$ cat src/rtl/core/mep_pkg.sv
// shared types, constants and helpers of the escape-time pixel block
package mep_pkg;

    localparam int FRAC_BITS  = 28;
    localparam int COORD_BITS = 12;
    localparam int CW         = 32;            // Q4.28 coordinate width
    localparam int ZW         = 40;            // Q12.28 internal width
    localparam int PW         = COORD_BITS + 31; // coordinate offset product width
    localparam int SW         = PW + 2;        // offset sum width
    localparam int MW         = FRAC_BITS + 2; // magnitude width after bound test

    localparam logic signed [SW-1:0] C_MAX = SW'((64'sd1 <<< (CW - 1)) - 64'sd1);
    localparam logic signed [SW-1:0] C_MIN = -SW'(64'sd1 <<< (CW - 1));
    localparam logic signed [ZW-1:0] Z_TWO = ZW'(64'sd2 <<< FRAC_BITS);
    localparam logic [MW+2:0]        R_FOUR = (MW+3)'(64'd4 << FRAC_BITS);

    typedef enum logic [2:0] {
        CFG_MIN_X    = 3'd0,
        CFG_MAX_Y    = 3'd1,
        CFG_X_STEP   = 3'd2,
        CFG_Y_STEP   = 3'd3,
        CFG_MAX_ITER = 3'd4,
        CFG_MODE     = 3'd5,
        CFG_PALETTE  = 3'd6
    } t_cfg_idx;

    typedef struct packed {
        logic signed [CW-1:0] min_x;
        logic signed [CW-1:0] max_y;
        logic [30:0]          x_step;
        logic [30:0]          y_step;
        logic [15:0]          max_iter;
        logic                 color_mode;
        logic [15:0]          palette_size;
    } t_cfg;

    typedef struct packed {
        logic signed [CW-1:0] re;
        logic signed [CW-1:0] im;
    } t_point;

    typedef struct packed {
        logic        inside_set;
        logic [15:0] iterations;
        logic [16:0] color;
    } t_result;

    function automatic logic signed [CW-1:0] sat_coord(input logic signed [SW-1:0] v);
        logic signed [CW-1:0] r;
        if (v > C_MAX) begin
            r = C_MAX[CW-1:0];
        end else if (v < C_MIN) begin
            r = C_MIN[CW-1:0];
        end else begin
            r = v[CW-1:0];
        end
        return r;
    endfunction

endpackage

$ cat src/rtl/core/mep_front.sv
// front end: forms the point c of each accepted pixel
module mep_front (
    input  logic                 i_clk,
    input  logic                 i_rst_n,
    input  logic                 push,
    output logic                 full,
    input  logic [11:0]          i_pixel_x,
    input  logic [11:0]          i_pixel_y,
    input  mep_pkg::t_cfg        i_cfg,
    output mep_pkg::t_point      o_c,
    output logic                 o_c_valid,
    input  logic                 i_c_ready
);
    logic                      r_v;
    logic [mep_pkg::PW-1:0]    r_px_prod;
    logic [mep_pkg::PW-1:0]    r_py_prod;
    logic                      n_v;
    logic                      w_take;
    logic signed [mep_pkg::SW-1:0] w_re;
    logic signed [mep_pkg::SW-1:0] w_im;

    assign full   = r_v && !i_c_ready;
    assign w_take = push && !full;
    assign n_v    = w_take ? 1'b1 : (i_c_ready ? 1'b0 : r_v);

    always_ff @(posedge i_clk) begin
        if (!i_rst_n) begin
            r_v <= 1'b0;
        end else begin
            r_v <= n_v;
        end
    end

    always_ff @(posedge i_clk) begin
        if (w_take) begin
            r_px_prod <= mep_pkg::PW'(i_pixel_x) * mep_pkg::PW'(i_cfg.x_step);
            r_py_prod <= mep_pkg::PW'(i_pixel_y) * mep_pkg::PW'(i_cfg.y_step);
        end
    end

    assign w_re = mep_pkg::SW'(i_cfg.min_x) + $signed({2'b00, r_px_prod});
    assign w_im = mep_pkg::SW'(i_cfg.max_y) - $signed({2'b00, r_py_prod});

    assign o_c.re    = mep_pkg::sat_coord(w_re);
    assign o_c.im    = mep_pkg::sat_coord(w_im);
    assign o_c_valid = r_v;
endmodule

$ cat config.mk
export PLATFORM = sky130hd
export DESIGN_NAME = mep_front
export DESIGN_NICKNAME = d
export VERILOG_FILES = /design/src/rtl/core/mep_pkg.sv /design/src/rtl/core/mep_front.sv
export SDC_FILE = /design/constraint.sdc
export NUM_CORES = 2
export LEC_CHECK = 0
export BUFFER_PORTS_ARGS = -buffer_cell sky130_fd_sc_hd__buf_4
export CORE_ASPECT_RATIO = 1.25
export CORE_MARGIN = 4
export CORE_UTILIZATION = 35
export CTS_CLUSTER_DIAMETER = 200
export DETAILED_ROUTE_END_ITERATION = 12
export PLACE_DENSITY = 0.61
export SETUP_SLACK_MARGIN = 0.15
export SYNTH_ARGS = -nofsm -noshare
export SYNTH_HDL_FRONTEND = slang
export SYNTH_SLANG_ARGS = --single-unit
$ cat constraint.sdc
create_clock -name i_clk -period 9.8 [get_ports i_clk]
set_clock_uncertainty 0.05 [all_clocks]
set_input_delay 0.98 -clock i_clk [delete_from_list [all_inputs] [get_ports i_clk]]
set_output_delay 0.98 -clock i_clk [all_outputs]
set_load 0.01 [all_outputs]
==> results.md <==
* Crit share post-route at 0.739
* Antenna-violating nets left at 0
* Die Span Y at 343 um
* Final max-slew violation count at 0
* Sequential area share after synthesis at 0.0829
* Port bufs at 219
* Worst vdd ir at 0.209 mV
* Measured slew at the worst slew-check pin at 1.10 ns
* Gp weighted congestion at 0.880
* Die Area at 0.0946 mm2
* Clk buf depth at 2
* Post-Layout Cell Count at 4947
* Worst Path Max Fanout at 31
* First-pass GRT wire length at 135000 um
* H-tree depth at 3
* Effective utilization at floorplan at 0.354
* Final Util at 0.385
* Tot GR Track Use at 0.176
* Syn_nets at 4712
* Worst hold path class: register to register
* Status: finished clean
* Top cell type's share of synthesized area at 0.371
* CTS tree: done
* CP startpoint kind: input port
* Main synth FF type: edfxtp_1
* DR iter-0 viols at 1083
* Chip width at 276 um
* Hold-fix buffers, CTS at 0
* CTS buffer count at 9
* Largest net degree at the start of global routing at 84
* Post-cts sizing count at 0
* Library cells used by synthesis at 84
* Asr flop ratio synth at 0
* Clock root cell: clkbuf_16
* Worst slew margin at 0.269
* Clk Latency, worst-skew pair at 0.37 ns
* PD cells at 356 mW/mm2
* Site row count at 122
* Clock sink total at 87
* Design Power at 12.2 mW
* Fin. Hold Viols at 0
* Post-Place Setup Slack at 2.13 ns
* Post-synthesis instance area at 0.0314 mm2
* Number of setup violations in the final report at 0
* Vias in the first global route at 26500
* Worst EP arrival at 7.33 ns
* RSZ-0062 raised after global routing: no
* NumNets Final at 4775
* Share of cells above drive strength 1 at 0.0824
* FILL cells at 9164
* Commonest non-fill, non-tap cell in the layout: inv_1
* GRT overflow at 0
* Worst setup margin at 2.56 ns
* # IOs at 253
* Setup Fix Bufs, Post-CTS at 0
* DRC viols at 0
* Commonest cells after routing, fill and taps aside: 736 x inv_1, 629 x nand2_1, 582 x fa_1
* Leakage at 16.9 nW
* Final Critical Period at 7.24 ns
* Top cells by area, synth: fa_1 37%, ha_1 10%, inv_1 8.8%
* CORE AREA at 0.0887 mm2
* Worst Setup End Kind: register
* Yosys warnings at 0
* WL/cell at 16.6 um
* Maxcap violations at 0
* Max Freq at 0.138 GHz
* Routed wire length at 82100 um
* DRT Pass-1 Iters at 5
* Avg Cell Area, Syn at 8.50 um2
* Data required, critical path at 9.89 ns
* Final TNS setup at 0 ns
* Worst Setup Path Type: input port to register
* Vias/cell at 5.03
* Detailed Place HPWL at 67600 um
* Worst-path clk slew at 0.08 ns
* Via count at 24900
* Cell taking the most area after synthesis: fa_1
* Antenna violations before repair at 12
* Placed instance count at 4923
* Post-Syn Instances at 3693
* Area Overhead vs Synth at 8.79%
* Number of synthesized flops with an enable pin at 86
* Register bit total from synthesis at 87
## worst max-delay path, stage by stage
cell and delay [ns]:
buf_4 0.34, nand2_1 0.15, fa_1 0.53, fa_1 0.52
inv_1 0.06, fa_1 0.49, fa_1 0.49, inv_1 0.05
fa_1 0.50, inv_1 0.05, ha_1 0.33, a21oi_1 0.15
o21ai_0 0.12, or3_1 0.32, o21ai_1 0.31, o21ai_1 0.17
a221o_1 0.41, a2111oi_0 0.45, o21bai_1 0.20, a2111o_1 0.43
o311a_1 0.12, xor2_1 0.14
## kinds of logic after synthesis
logic type | Yosys count | synth area share
compound gates | 588 | 0.127
simple gates | 1139 | 0.168
buf+inv | 907 | 0.111
flops | 87 | 0.0829
mux | 2 | 0.000638
fa+ha+maj | 832 | 0.471
xor+xnor | 138 | 0.0387
## registers in the layout, summed over array words and instances, names as in the netlist
signal / cells
r_py_prod: 43
r_px_prod: 43
o_c_valid: 1
## Yosys cell counts, types with 47 or more instances
cell type,count
inv_1,736
and2_1,225
a21oi_1,145
o21ai_0,76
fa_1,582
edfxtp_1,86
clkbuf_1,148
a21o_1,71
xnor2_1,88
o21ai_1,47
nand2_1,629
ha_1,250
nor2_1,91
xor2_1,49
## layer usage
layer / part of all wire / wire [um] / GRT usage
met2: 0.52 / 42700 / 0.324
met3: 0.051 / 4170 / 0.0229
met1: 0.39 / 32400 / 0.209
met4: 0.035 / 2830 / 0.0619
met5: 0.00050 / 41 / 0
## stage by stage
| stage | hold slack (ns) | area (um2) |
|---|---|---|
| finish | 0.639 | 34100 |
| CTS | 0.647 | 34100 |
| global route | 0.681 | 34100 |
| floorplan | 0.660 | 31400 |
| detailed placement | 0.636 | 33800 |
| global placement | 0.623 | 33800 |
## report_power, final
group | total, mW | switching (mW) | internal [mW] | leakage [nW]
sequential | 1.11 | 0.0594 | 1.05 | 0.841
combinational | 10.7 | 6.13 | 4.56 | 15.9
clock | 0.365 | 0.185 | 0.180 | 0.141
## path summary, 6_finish.rpt
| kind | start | end | slack, ns | depth (start not counted) |
|---|---|---|---|---|
| worst min-delay path | o_c_valid$_SDFFE_PN0P_ | o_c_valid$_SDFFE_PN0P_ | 0.64 | 2 |
| worst max register to register | o_c_valid$_SDFFE_PN0P_ | r_py_prod[0]$_DFFE_PP_ | 7.81 | 3 |
| worst max-delay path | i_pixel_y[3] | r_py_prod[36]$_DFFE_PP_ | 2.56 | 22 |
| worst min register to register | o_c_valid$_SDFFE_PN0P_ | o_c_valid$_SDFFE_PN0P_ | 0.64 | 2 |
## final cells by class
type	count	area (um2)	area share
Multi-Input combinational cell	2699	25300	0.741
Inverter	736	2760	0.0809
Sequential cell	87	2600	0.0762
Timing Repair Buffer	223	1670	0.0490
Tap cell	1178	1470	0.0432
Clock buffer	9	225	0.00660
Clock inverter	7	78.8	0.00231
Antenna cell	8	20.0	0.000586
Power figures use the tool's default switching activity.
