`config.mk`:
```
export PLATFORM = sky130hd
export DESIGN_NAME = mep_fifo
export DESIGN_NICKNAME = d
export VERILOG_FILES = /design/src/rtl/core/mep_pkg.sv /design/src/rtl/core/mep_fifo.sv
export SDC_FILE = /design/constraint.sdc
export NUM_CORES = 1
export LEC_CHECK = 0
export BUFFER_PORTS_ARGS = -buffer_cell sky130_fd_sc_hd__buf_2
export CAP_MARGIN = 20
export CORE_MARGIN = 5
export CORE_UTILIZATION = 29
export CTS_CLUSTER_SIZE = 20
export DETAILED_ROUTE_END_ITERATION = 16
export PLACE_DENSITY = 0.6
export SKIP_CTS_REPAIR_TIMING = 1
export SLEW_MARGIN = 0
export SYNTH_ARGS = -nofsm -noshare
export SYNTH_HDL_FRONTEND = slang
export SYNTH_SLANG_ARGS = --single-unit
```
`constraint.sdc`:
```
create_clock -name i_clk -period 2.58 [get_ports i_clk]
set_clock_uncertainty 0.2 [all_clocks]
set_input_delay 0.258 -clock i_clk [delete_from_list [all_inputs] [get_ports i_clk]]
set_output_delay 0.258 -clock i_clk [all_outputs]
set_load 0.02 [all_outputs]
```
`src/rtl/core/mep_pkg.sv`:
```
// shared types, constants and helpers of the escape-time pixel block
package mep_pkg;

    localparam int FRAC_BITS  = 28;
    localparam int COORD_BITS = 12;
    localparam int CW         = 32;            // Q4.28 coordinate width
    localparam int ZW         = 40;            // Q12.28 internal width
    localparam int PW         = COORD_BITS + 31; // coordinate offset product width
    localparam int SW         = PW + 2;        // offset sum width
    localparam int MW         = FRAC_BITS + 2; // magnitude width after bound test

    localparam logic signed [SW-1:0] C_MAX = SW'((64'sd1 <<< (CW - 1)) - 64'sd1);
    localparam logic signed [SW-1:0] C_MIN = -SW'(64'sd1 <<< (CW - 1));
    localparam logic signed [ZW-1:0] Z_TWO = ZW'(64'sd2 <<< FRAC_BITS);
    localparam logic [MW+2:0]        R_FOUR = (MW+3)'(64'd4 << FRAC_BITS);

    typedef enum logic [2:0] {
        CFG_MIN_X    = 3'd0,
        CFG_MAX_Y    = 3'd1,
        CFG_X_STEP   = 3'd2,
        CFG_Y_STEP   = 3'd3,
        CFG_MAX_ITER = 3'd4,
        CFG_MODE     = 3'd5,
        CFG_PALETTE  = 3'd6
    } t_cfg_idx;

    typedef struct packed {
        logic signed [CW-1:0] min_x;
        logic signed [CW-1:0] max_y;
        logic [30:0]          x_step;
        logic [30:0]          y_step;
        logic [15:0]          max_iter;
        logic                 color_mode;
        logic [15:0]          palette_size;
    } t_cfg;

    typedef struct packed {
        logic signed [CW-1:0] re;
        logic signed [CW-1:0] im;
    } t_point;

    typedef struct packed {
        logic        inside_set;
        logic [15:0] iterations;
        logic [16:0] color;
    } t_result;

    function automatic logic signed [CW-1:0] sat_coord(input logic signed [SW-1:0] v);
        logic signed [CW-1:0] r;
        if (v > C_MAX) begin
            r = C_MAX[CW-1:0];
        end else if (v < C_MIN) begin
            r = C_MIN[CW-1:0];
        end else begin
            r = v[CW-1:0];
        end
        return r;
    endfunction

endpackage

```
`src/rtl/core/mep_fifo.sv`:
```
// two-entry point queue between front end and iteration engine
module mep_fifo (
    input  logic            i_clk,
    input  logic            i_rst_n,
    input  mep_pkg::t_point i_data,
    input  logic            i_wr,
    output logic            o_ready,
    output mep_pkg::t_point o_data,
    output logic            o_valid,
    input  logic            i_rd
);
    mep_pkg::t_point r_mem [2];
    logic            r_wp;
    logic            r_rp;
    logic [1:0]      r_cnt;
    logic            w_wr;
    logic            w_rd;

    assign o_ready = (r_cnt != 2'd2);
    assign o_valid = (r_cnt != 2'd0);
    assign o_data  = r_mem[r_rp];
    assign w_wr    = i_wr && o_ready;
    assign w_rd    = i_rd && o_valid;

    always_ff @(posedge i_clk) begin
        if (!i_rst_n) begin
            r_wp  <= 1'b0;
            r_rp  <= 1'b0;
            r_cnt <= 2'd0;
        end else begin
            if (w_wr) begin
                r_wp <= !r_wp;
            end
            if (w_rd) begin
                r_rp <= !r_rp;
            end
            r_cnt <= r_cnt + 2'(w_wr) - 2'(w_rd);
        end
    end

    always_ff @(posedge i_clk) begin
        if (w_wr) begin
            r_mem[r_wp] <= i_data;
        end
    end
endmodule

```
==> metrics.csv, run 1 <==
metric;value;unit
total_global_routing_overflow;0;
worst-path-max-fanout;20;
final_nets;512;
clk_pin_slew_worst_paths;0.06;ns
initialDrtViolationCount;58;
number_of_buffers_added_on_ports;133;
vias_in_the_first_global_route;2888;
die_area;0.01966;mm²
start_util;29.64;%
postSynthNetCount;298;
p_sw_share;27.13;%
tritoncts;done;
grt_antenna_before_repair;0;
required;2.12;ns
mostFrequentLayoutCells;sky130_fd_sc_hd__buf_2 (133), sky130_fd_sc_hd__edfxtp_1 (128), sky130_fd_sc_hd__dlygate4sd3_1 (65), sky130_fd_sc_hd__mux2_1 (60), sky130_fd_sc_hd__clkbuf_16 (17);
timing_worst_slew_pin_value;0.3788;ns
relSlewSlack;74.75;%
register_area;0.003948;mm²
post_synth_num_cell_types;27;
post-route-cell-area;0.007099;mm²
timing.critical_path.from_type;flop;
finalMaxSlewViolations;0;
pwr-share-comb;20.6;%
reg2regPathDepth;6;
antenna_violating_nets_post_route;0;
hpwlAfterDp;5953;µm
finalHoldViolations;0;
antenna_cells_inserted;0;
clkLatencyLatePin;0.41;ns
setup_violations;0;
vdd_drop_max;0.0004557;V
cts-htree-levels;4;
sequentialPowerShare;42.1;%
powerDensity;902.5;mW/mm²
grt_pass1_wl;14750;µm
worst_r2r_endpoint;r_cnt[1];
crit_path_end;o_data[43];
finalSetupTns;0;ns
power_report.internal_total;4.669;mW
routed_via_density;4.138;
ios;134;
syn_avg_cell_area;21.47;µm²
cts_root_buffer;sky130_fd_sc_hd__clkbuf_16;
layout-drive-gt1-share;39.04;%
reg2reg_setup_slack;0.73;ns
path_class;reg2out;
r2r-start;r_cnt[1];
grt_start_max_net_pins;65;
routabilityCongestion;0.6544;
drt_pass1_iterations;3;
arrival_time_worst_endpoint;1.70;ns
clock_sink_count;133;
yosys_warn_count;0;
netlist_instances;229;
num_rows;47;
hold_class;in2reg;
std_cell_core_area;0.01658;mm²
synth_register_bits;133;
route.detailed.wl_per_inst;14.57;µm
timing.final.crit_share;83.75;%
worstSetupEndpointType;primary output;
layout.cells.most_common;sky130_fd_sc_hd__buf_2;
cap_viol_max_count;0;
final.min_clock_period;2.161;ns
seq_total_area_yosys;80.22;%
wl;9849;µm
multi_input_combinational_cell_area;893.4;µm²
run_status;finished, final reports clean;
placedInstanceArea;0.005861;mm²
die-height;140.2;µm
die_x;140.2;µm
cellLeakagePower;2.670;nW
total_switching_power;1.738;mW
detailroute.via_count;2797;
hold-worst-slack;0.05976;ns
clock_power_share;37.3;%
syn2layout_area_growth;44.41;%
gr-usage-all-layers;9.763;%
cts_made_buffers;17;
remaining_drc_errors;0;
timing.fmax;0.4628;GHz
rsz0062_at_grt;false;
synth_area;0.004916;mm²
cts-root-to-sink-buffers;2;
nFillCells;1498;
==> metrics by stage <==
stage	setup slack, ns	utilization, %	instances	power, mW
finish	0.4193	42.81	676	6.407
global route	0.3144	42.81	676	6.719
CTS	0.3590	38.89	611	6.440
detailed placement	0.7398	35.34	579	4.018
global placement	0.8085	35.34	579	3.996
floorplan	0.2328	-	229	3.588
==> cells in the mapped netlist, drive strengths merged <==
library cell,count,area share [%]
buf,7,1.5
a21oi,1,0.10
edfxtp,128,78
o21ai,2,0.20
nor2,4,0.31
nand3b,1,0.15
ha,1,0.25
inv,2,0.15
dfxtp,5,2.0
nor4bb,1,0.33
nand2b,1,0.13
a21bo,1,0.20
nor2b,1,0.13
or2,1,0.13
nand3,1,0.10
and3,2,0.38
nor4,1,0.13
o31a,1,0.18
mux2,64,15
nor3,1,0.20
xor2,1,0.18
and2,1,0.13
o21ba,1,0.20
==> per-layer routing <==
layer / track usage [%] / vias to the layer above / wire, µm
met5: 0 / - / 0
met4: 4.589 / 0 / 172
met3: 3.988 / 13 / 728
met2: 16.18 / 90 / 5027
met1: 10.98 / 1364 / 3920
li1: - / 1330 / -
==> worst max-delay path: stages (launching register included) <==
cell,delay (ns)
sky130_fd_sc_hd__dfxtp_4,0.43
sky130_fd_sc_hd__buf_4,0.31
sky130_fd_sc_hd__mux2_1,0.37
sky130_fd_sc_hd__buf_2,0.17
==> power by group through the flow <==
stage	sequential (mW)	combinational [mW]	clock, mW
detailed placement	2.75	1.27	0
global placement	2.73	1.26	0
floorplan	2.71	0.878	0
CTS	2.70	1.28	2.46
global route	2.72	1.44	2.57
finish	2.70	1.32	2.39
==> cell type report <==
class                      count  share of cell area, %
sequential                   133                  55.60
clock inverter                15                  2.291
multi-input combinational     87                  12.58
tap                          220                  3.877
timing repair buffer         202                  19.49
clock buffer                  17                  5.992
inverter                       2                 0.1586
==> registers in the layout (all words and copies together) (netlist names), named ones only <==
register,flops
r_wp,1
r_cnt,2
r_rp,1
r_mem,128
==> how the worst min path moves through the flow <==
stage / from / to / cells after the start
finish: i_wr / r_wp / 3
global route: i_wr / r_wp / 3
CTS: i_data[55] / r_mem[0][55] / 1
detailed placement: i_data[28] / r_mem[1][28] / 1
global placement: i_data[36] / r_mem[0][36] / 1
floorplan: i_data[0] / r_mem[0][0] / 0
==> kinds of logic (layout without fill, tap and decap cells) <==
group / Yosys count / after routing / synth area share, %
buf+inv: 9 / 236 / 1.680
xor+xnor: 1 / 1 / 0.1782
mux: 64 / 64 / 14.66
flops: 133 / 133 / 80.22
fa+ha+maj: 1 / 1 / 0.2545
simple gates: 15 / 15 / 2.113
compound gates: 6 / 6 / 0.8906
(Power assumes the default switching activity.)
==> inputs of run 2 (changes only) <==
ABC_AREA = 1   (was default)
clock period = 1.9 ns   (was 2.58 ns; I/O delays follow)
==> metrics.csv, run 2 <==
metric;value;unit;change
run_status;complete, but fails checks;;was finished, final reports clean
failed_checks;setup timing;;
vdd_drop_max;0.0005809;V;was 0.0004557 V
finalHoldViolations;0;;unchanged
hpwlAfterDp;6762;µm;was 5953 µm
remaining_drc_errors;0;;unchanged
postSynthNetCount;304;;was 298
registers.top_by_ff_count;r_mem;;unchanged
final.min_clock_period;1.958;ns;
cts-htree-levels;4;;unchanged
worst_r2r_endpoint;r_cnt[1];;unchanged
post-route-cell-area;0.007810;mm²;was 0.007099 mm²
syn_avg_cell_area;21.94;µm²;was 21.47 µm²
instances_no_fill;702;;was 676
netlist_instances;235;;was 229
final_nets;533;;was 512
nFillCells;1503;;was 1498
total_global_routing_overflow;0;;unchanged
seq_total_area_yosys;76.49;%;was 80.22%
yosys_warn_count;0;;unchanged
wl;11070;µm;was 9849 µm
reg_top3;r_mem: 128 flops, r_cnt: 2 flops;;unchanged
detailroute.via_count;2831;;was 2797
tritoncts;done;;unchanged
synth_enable_flop_cells;128;;unchanged
powerDensity;1345;mW/mm²;was 902.5 mW/mm²
layout-drive-gt1-share;52.83;%;was 39.04%
post_synth_num_cell_types;14;;was 27
gr-usage-all-layers;9.751;%;was 9.763%
r2r-start;r_cnt[1];;unchanged
timing.hold.worst.start;i_wr;;unchanged
hold_class;in2reg;;unchanged
reg2reg_setup_slack;0.14;ns;was 0.73 ns
synth.most_common_cell;sky130_fd_sc_hd__edfxtp_1;;unchanged
setup_violations;62;;was 0
placedInstanceArea;0.006127;mm²;was 0.005861 mm²
syn2layout_area_growth;51.47;%;was 44.41%
largest_reg_flops;128;;unchanged
setup_slack;-0.05822;ns;was 0.4193 ns
whs_path_depth;5;;was 3
routabilityCongestion;0.6793;;was 0.6544
cap_viol_max_count;0;;unchanged
vias_in_the_first_global_route;2851;;was 2888
dominantRegCellSynth;sky130_fd_sc_hd__edfxtp_1;;unchanged
finalSetupTns;-1.995;ns;was 0 ns
synth_top_cell_area_share;74.55;%;was 78.19%
drt_pass1_iterations;4;;was 3
routed_via_density;4.033;;was 4.138
std_cell_core_area;0.01736;mm²;was 0.01658 mm²
die_area;0.02055;mm²;was 0.01966 mm²
rsz0062_at_grt;true;;was false
worst-path-max-fanout;8;;was 20
clk_pin_slew_worst_paths;0.06;ns;about the same
synth.largest_area_cell;sky130_fd_sc_hd__edfxtp_1;;unchanged
timing.critical_path.from_type;flop;;unchanged
layout.cells.most_common;sky130_fd_sc_hd__edfxtp_1;;was sky130_fd_sc_hd__buf_2
timing.final.crit_share;103.1;%;
grt_start_max_net_pins;39;;was 65
reg2regPathDepth;10;;was 6
start_util;29.71;%;was 29.64%
clkLatencyLatePin;0.40;ns;was 0.41 ns
hold-path-endpoint;r_wp;;unchanged
dpl.cell_count;592;;was 579
sequentialPowerShare;36.8;%;was 42.1%
number_of_buffers_added_on_ports;133;;unchanged
hold-worst-slack;0.01750;ns;was 0.05976 ns
antenna_cells_inserted;0;;unchanged
cts-root-to-sink-buffers;2;;unchanged
required;1.51;ns;was 2.12 ns
cts_made_buffers;17;;unchanged
synth.top_cells.by_area;sky130_fd_sc_hd__edfxtp_1 (75%), sky130_fd_sc_hd__mux2_4 (17%), sky130_fd_sc_hd__buf_12 (2.3%);;was sky130_fd_sc_hd__edfxtp_1 (78%), sky130_fd_sc_hd__mux2_1 (14%), sky130_fd_sc_hd__dfxtp_1 (2.0%)
synth_area;0.005156;mm²;was 0.004916 mm²
num_rows;48;;was 47
clock_power_share;30.6;%;was 37.3%
worstSetupEndpointType;primary output;;unchanged
timing.fmax;0.5107;GHz;
die-height;143.3;µm;was 140.2 µm
finalMaxSlewViolations;0;;unchanged
synth_register_bits;133;;unchanged
ios;134;;unchanged
grt_antenna_before_repair;0;;unchanged
cellLeakagePower;3.081;nW;was 2.670 nW
route.detailed.wl_per_inst;15.76;µm;was 14.57 µm
pwr-share-comb;32.6;%;was 20.6%
power_report.internal_total;7.554;mW;was 4.669 mW
total_switching_power;2.952;mW;was 1.738 mW
mostFrequentLayoutCells;sky130_fd_sc_hd__edfxtp_1 (128), sky130_fd_sc_hd__buf_2 (97), sky130_fd_sc_hd__dlygate4sd3_1 (65), sky130_fd_sc_hd__mux2_4 (60), sky130_fd_sc_hd__buf_6 (37);;was sky130_fd_sc_hd__buf_2 (133), sky130_fd_sc_hd__edfxtp_1 (128), sky130_fd_sc_hd__dlygate4sd3_1 (65), sky130_fd_sc_hd__mux2_1 (60), sky130_fd_sc_hd__clkbuf_16 (17)
p_sw_share;28.10;%;was 27.13%
cts_root_buffer;sky130_fd_sc_hd__clkbuf_16;;unchanged
grt_pass1_wl;14990;µm;was 14750 µm
path_class;reg2out;;unchanged
netlist_top_cells_count;sky130_fd_sc_hd__edfxtp_1 (128), sky130_fd_sc_hd__mux2_4 (60), sky130_fd_sc_hd__nand2_1 (11);;was sky130_fd_sc_hd__edfxtp_1 (128), sky130_fd_sc_hd__mux2_1 (60), sky130_fd_sc_hd__buf_6 (6)
antenna_violating_nets_post_route;0;;unchanged
initialDrtViolationCount;47;;was 58
clock_sink_count;133;;unchanged
die_x;143.3;µm;was 140.2 µm
ys_async_sr_fraction;0;%;unchanged
relSlewSlack;83.73;%;was 74.75%
timing_worst_slew_pin_value;0.2440;ns;was 0.3788 ns
arrival_time_worst_endpoint;1.57;ns;was 1.70 ns
==> run 2: changes by cell type after synthesis, moves of 4 or more <==
cell and delta:
sky130_fd_sc_hd__mux2_1 -60, sky130_fd_sc_hd__buf_12 +6, sky130_fd_sc_hd__mux2_4 +60, sky130_fd_sc_hd__nand2_1 +11, sky130_fd_sc_hd__buf_6 -5, sky130_fd_sc_hd__inv_1 +5, sky130_fd_sc_hd__nor2_1 +4
==> run 2: per-stage QoR <==
step	total power [mW]	util (%)	setup WS, ns
finish	10.51	45.00	-0.05822
CTS	9.889	38.69	-0.2122
global route	10.98	45.00	-0.1189
floorplan	5.907	-	-0.2480
global placement	6.567	35.30	0.2555
detailed placement	6.620	35.30	0.1891
==> run 2: kinds of logic after synthesis <==
kind of cell,synth area share (%)
AND/OR/NAND/NOR,1.602
multiplexers,18.34
flip-flops,76.49
XOR/XNOR,0.1699
buffers and inverters,3.058
AO/OA/AOI/OAI,0.09697
adder cells (fa/ha/maj),0.2426
==> run 2: layer usage <==
metal  wire length, µm  vias to the layer above  global-route usage (%)  share of wire, %
met5                 0                        -                       0                 0
met2              5635                       83                   17.04                51
met1              4644                     1369                   10.39                42
met3               666                        9                   4.359               6.0
li1                  -                     1370                       -                 -
met4               120                        0                   3.717               1.1
==> run 2: worst max-delay path by stage <==
stage                         from           to  cells past startpoint
after detailed placement  r_cnt[1]     r_cnt[1]                      9
after floorplan           r_cnt[0]  r_mem[1][0]                      4
after global placement        flop    o_data[2]                      3
after global routing          flop   o_data[13]                      4
after CTS                     flop    o_data[2]                      3
final                         flop   o_data[13]                      4
==> run 2: cell type report <==
type                    instances  area (µm²)  area share, %
clock buffers                  17       425.4          5.447
clock inverters                15       162.7          2.083
inverters                       7       26.28         0.3364
multi-input cells              88        1085          13.89
flip-flops and latches        133        3949          50.56
well taps                     225       281.5          3.605
repair buffers                217        1881          24.08
==> run 2: power by group through the flow <==
| stage | Clock [mW] | Combinational [mW] | Sequential (mW) |
|---|---|---|---|
| floorplan | 0 | 2.03 | 3.88 |
| global placement | 0 | 2.64 | 3.93 |
| detailed placement | 0 | 2.66 | 3.96 |
| CTS | 3.32 | 2.67 | 3.90 |
| global route | 3.45 | 3.63 | 3.90 |
| finish | 3.22 | 3.43 | 3.86 |
==> run 2: critical path: stages (launching register included) <==
cell and delay [ns]:
sky130_fd_sc_hd__dfxtp_4 0.37, sky130_fd_sc_hd__buf_12 0.16, sky130_fd_sc_hd__buf_8 0.16, sky130_fd_sc_hd__mux2_4 0.30, sky130_fd_sc_hd__buf_2 0.16
==> inputs of run 3 (changes only) <==
BUFFER_PORTS_ARGS = default   (was -buffer_cell sky130_fd_sc_hd__buf_2)
DONT_BUFFER_PORTS = 1   (was default)
PLACE_DENSITY = 0.53   (was 0.6)
==> metrics.csv, run 3 (synthesis results as in run 2) <==
metric;value;unit;change
nFillCells;1573;;was 1503
initialDrtViolationCount;84;;was 47
die_x;143.3;µm;unchanged
clkLatencyLatePin;0.41;ns;was 0.40 ns
registers.top_by_ff_count;r_mem;;unchanged
timing.fmax;0.5436;GHz;was 0.5107 GHz
mostFrequentLayoutCells;sky130_fd_sc_hd__edfxtp_1 (128), sky130_fd_sc_hd__dlygate4sd3_1 (67), sky130_fd_sc_hd__mux2_4 (63), sky130_fd_sc_hd__clkbuf_16 (20), sky130_fd_sc_hd__nand2_1 (9);;was sky130_fd_sc_hd__edfxtp_1 (128), sky130_fd_sc_hd__buf_2 (97), sky130_fd_sc_hd__dlygate4sd3_1 (65), sky130_fd_sc_hd__mux2_4 (60), sky130_fd_sc_hd__buf_6 (37)
timing_worst_slew_pin_value;0.3442;ns;was 0.2440 ns
start_util;29.71;%;unchanged
drt_pass1_iterations;4;;unchanged
gr-usage-all-layers;8.937;%;was 9.751%
remaining_drc_errors;0;;unchanged
final.min_clock_period;1.840;ns;was 1.958 ns
ios;134;;unchanged
hold_class;in2reg;;unchanged
number_of_buffers_added_on_ports;0;;was 133
instances_no_fill;570;;was 702
finalMaxSlewViolations;0;;unchanged
die_area;0.02055;mm²;unchanged
cts_root_buffer;sky130_fd_sc_hd__clkbuf_16;;unchanged
worst-path-max-fanout;15;;was 8
final_nets;400;;was 533
cts-htree-levels;4;;unchanged
cts-root-to-sink-buffers;2;;unchanged
clock_sink_count;133;;unchanged
worstSetupEndpointType;primary output;;unchanged
wl;9656;µm;was 11070 µm
met1Wirelength;3670;µm;was 4644 µm
die-height;143.3;µm;unchanged
routed_via_density;4.142;;was 4.033
clk_pin_slew_worst_paths;0.06;ns;about the same
arrival_time_worst_endpoint;1.45;ns;was 1.57 ns
routabilityCongestion;0.6783;;was 0.6793
run_status;finished, final reports clean;;was complete, but fails checks
met2RoutedLength;5043;µm;was 5635 µm
route.met3.wl;811;µm;was 666 µm
layout.cells.most_common;sky130_fd_sc_hd__edfxtp_1;;unchanged
power.total;9.828;mW;was 10.51 mW
required;1.51;ns;about the same
finalHoldViolations;0;;unchanged
detailroute.via_count;2361;;was 2831
largest_reg_flops;128;;unchanged
tritoncts;done;;unchanged
timing.critical_path.from_type;flop;;unchanged
reg_top3;r_mem: 128 flops, r_cnt: 2 flops;;unchanged
cap_viol_max_count;0;;unchanged
grt_pass1_wl;12910;µm;was 14990 µm
vias_in_the_first_global_route;2187;;was 2851
num_rows;48;;unchanged
hpwlAfterDp;6081;µm;was 6762 µm
dpl.cell_count;459;;was 592
syn2layout_area_growth;34.07;%;was 51.47%
grt_start_max_net_pins;42;;was 39
timing.final.crit_share;96.82;%;was 103.1%
path_class;reg2out;;unchanged
cts_made_buffers;17;;unchanged
relSlewSlack;76.97;%;was 83.73%
grt_antenna_before_repair;2;;was 0
std_cell_core_area;0.01736;mm²;unchanged
antenna_violating_nets_post_route;0;;unchanged
layout-drive-gt1-share;34.59;%;was 52.83%
vdd_drop_max;0.0005772;V;was 0.0005809 V
total_global_routing_overflow;0;;unchanged
rsz0062_at_grt;false;;was true
powerDensity;1422;mW/mm²;was 1345 mW/mm²
route.detailed.wl_per_inst;16.94;µm;was 15.76 µm
top_layer;met4;;unchanged
setup_violations;0;;was 62
cellLeakagePower;2.497;nW;was 3.081 nW
final_core_utilization;39.83;%;was 45.00%
## run 3: cell count changes in the layout (fill, tap and decap cells not counted), sizes merged
cell,change
dlygate4sd3,+2
clkbuf,+2
diode,+1
clkinv,-1
clkinvlp,-2
buf,-135
bufinv,+1
## run 3: cell type report
cell class	instances	area, µm²	share of cell area, %
Clock buffer	19	432.9	6.262
Tap cell	225	281.5	4.072
Clock inverter	13	181.4	2.624
Multi-Input combinational cell	88	1096	15.86
Antenna cell	1	2.502	0.03620
Timing Repair Buffer	84	943.4	13.65
Inverter	7	26.28	0.3801
Sequential cell	133	3949	57.12
## run 3: metal layers
layer  vias up  global-route usage (%)
met3        11                   5.624
met2        85                   14.12
met4         0                   4.757
met1      1166                   9.187
li1       1099                       -
met5         -                       0
## run 3: path summary, 6_finish.rpt
path	from	to	slack [ns]	cells past startpoint
setup reg to reg	r_cnt[1]	r_cnt[1]	0.22	10
setup / recovery	flop	o_data[32]	0.06	3
hold / removal	i_data[38]	r_mem[0][38]	0.23	1
hold reg to reg	r_rp	r_rp	0.29	2
## run 3: worst max-delay path, stage by stage, from the launching register on
cell,delay [ns]
sky130_fd_sc_hd__dfxtp_4,0.38
sky130_fd_sc_hd__buf_4,0.13
sky130_fd_sc_hd__clkbuf_16,0.19
sky130_fd_sc_hd__mux2_4,0.35
## run 3: per-stage QoR
step	setup TNS, ns	hold slack, ns	cell area, µm²	setup WS (ns)
2_1_floorplan	-29.78	0.08342	5187	-0.2480
3_3_place_gp	0	0.08715	5461	0.3117
3_5_place_dp	0	0.08897	5461	0.2332
4_1_cts	-2.533	-0.3570	6076	-0.1126
5_1_grt	0	0.2090	6910	0.0007880
6_report	0	0.2303	6913	0.06040
## run 3: where the power goes
group          switching (mW)  internal, mW  leakage (nW)
Combinational            1.46          1.15         0.962
Clock                    1.17          2.19         0.297
Sequential              0.126          3.73          1.24
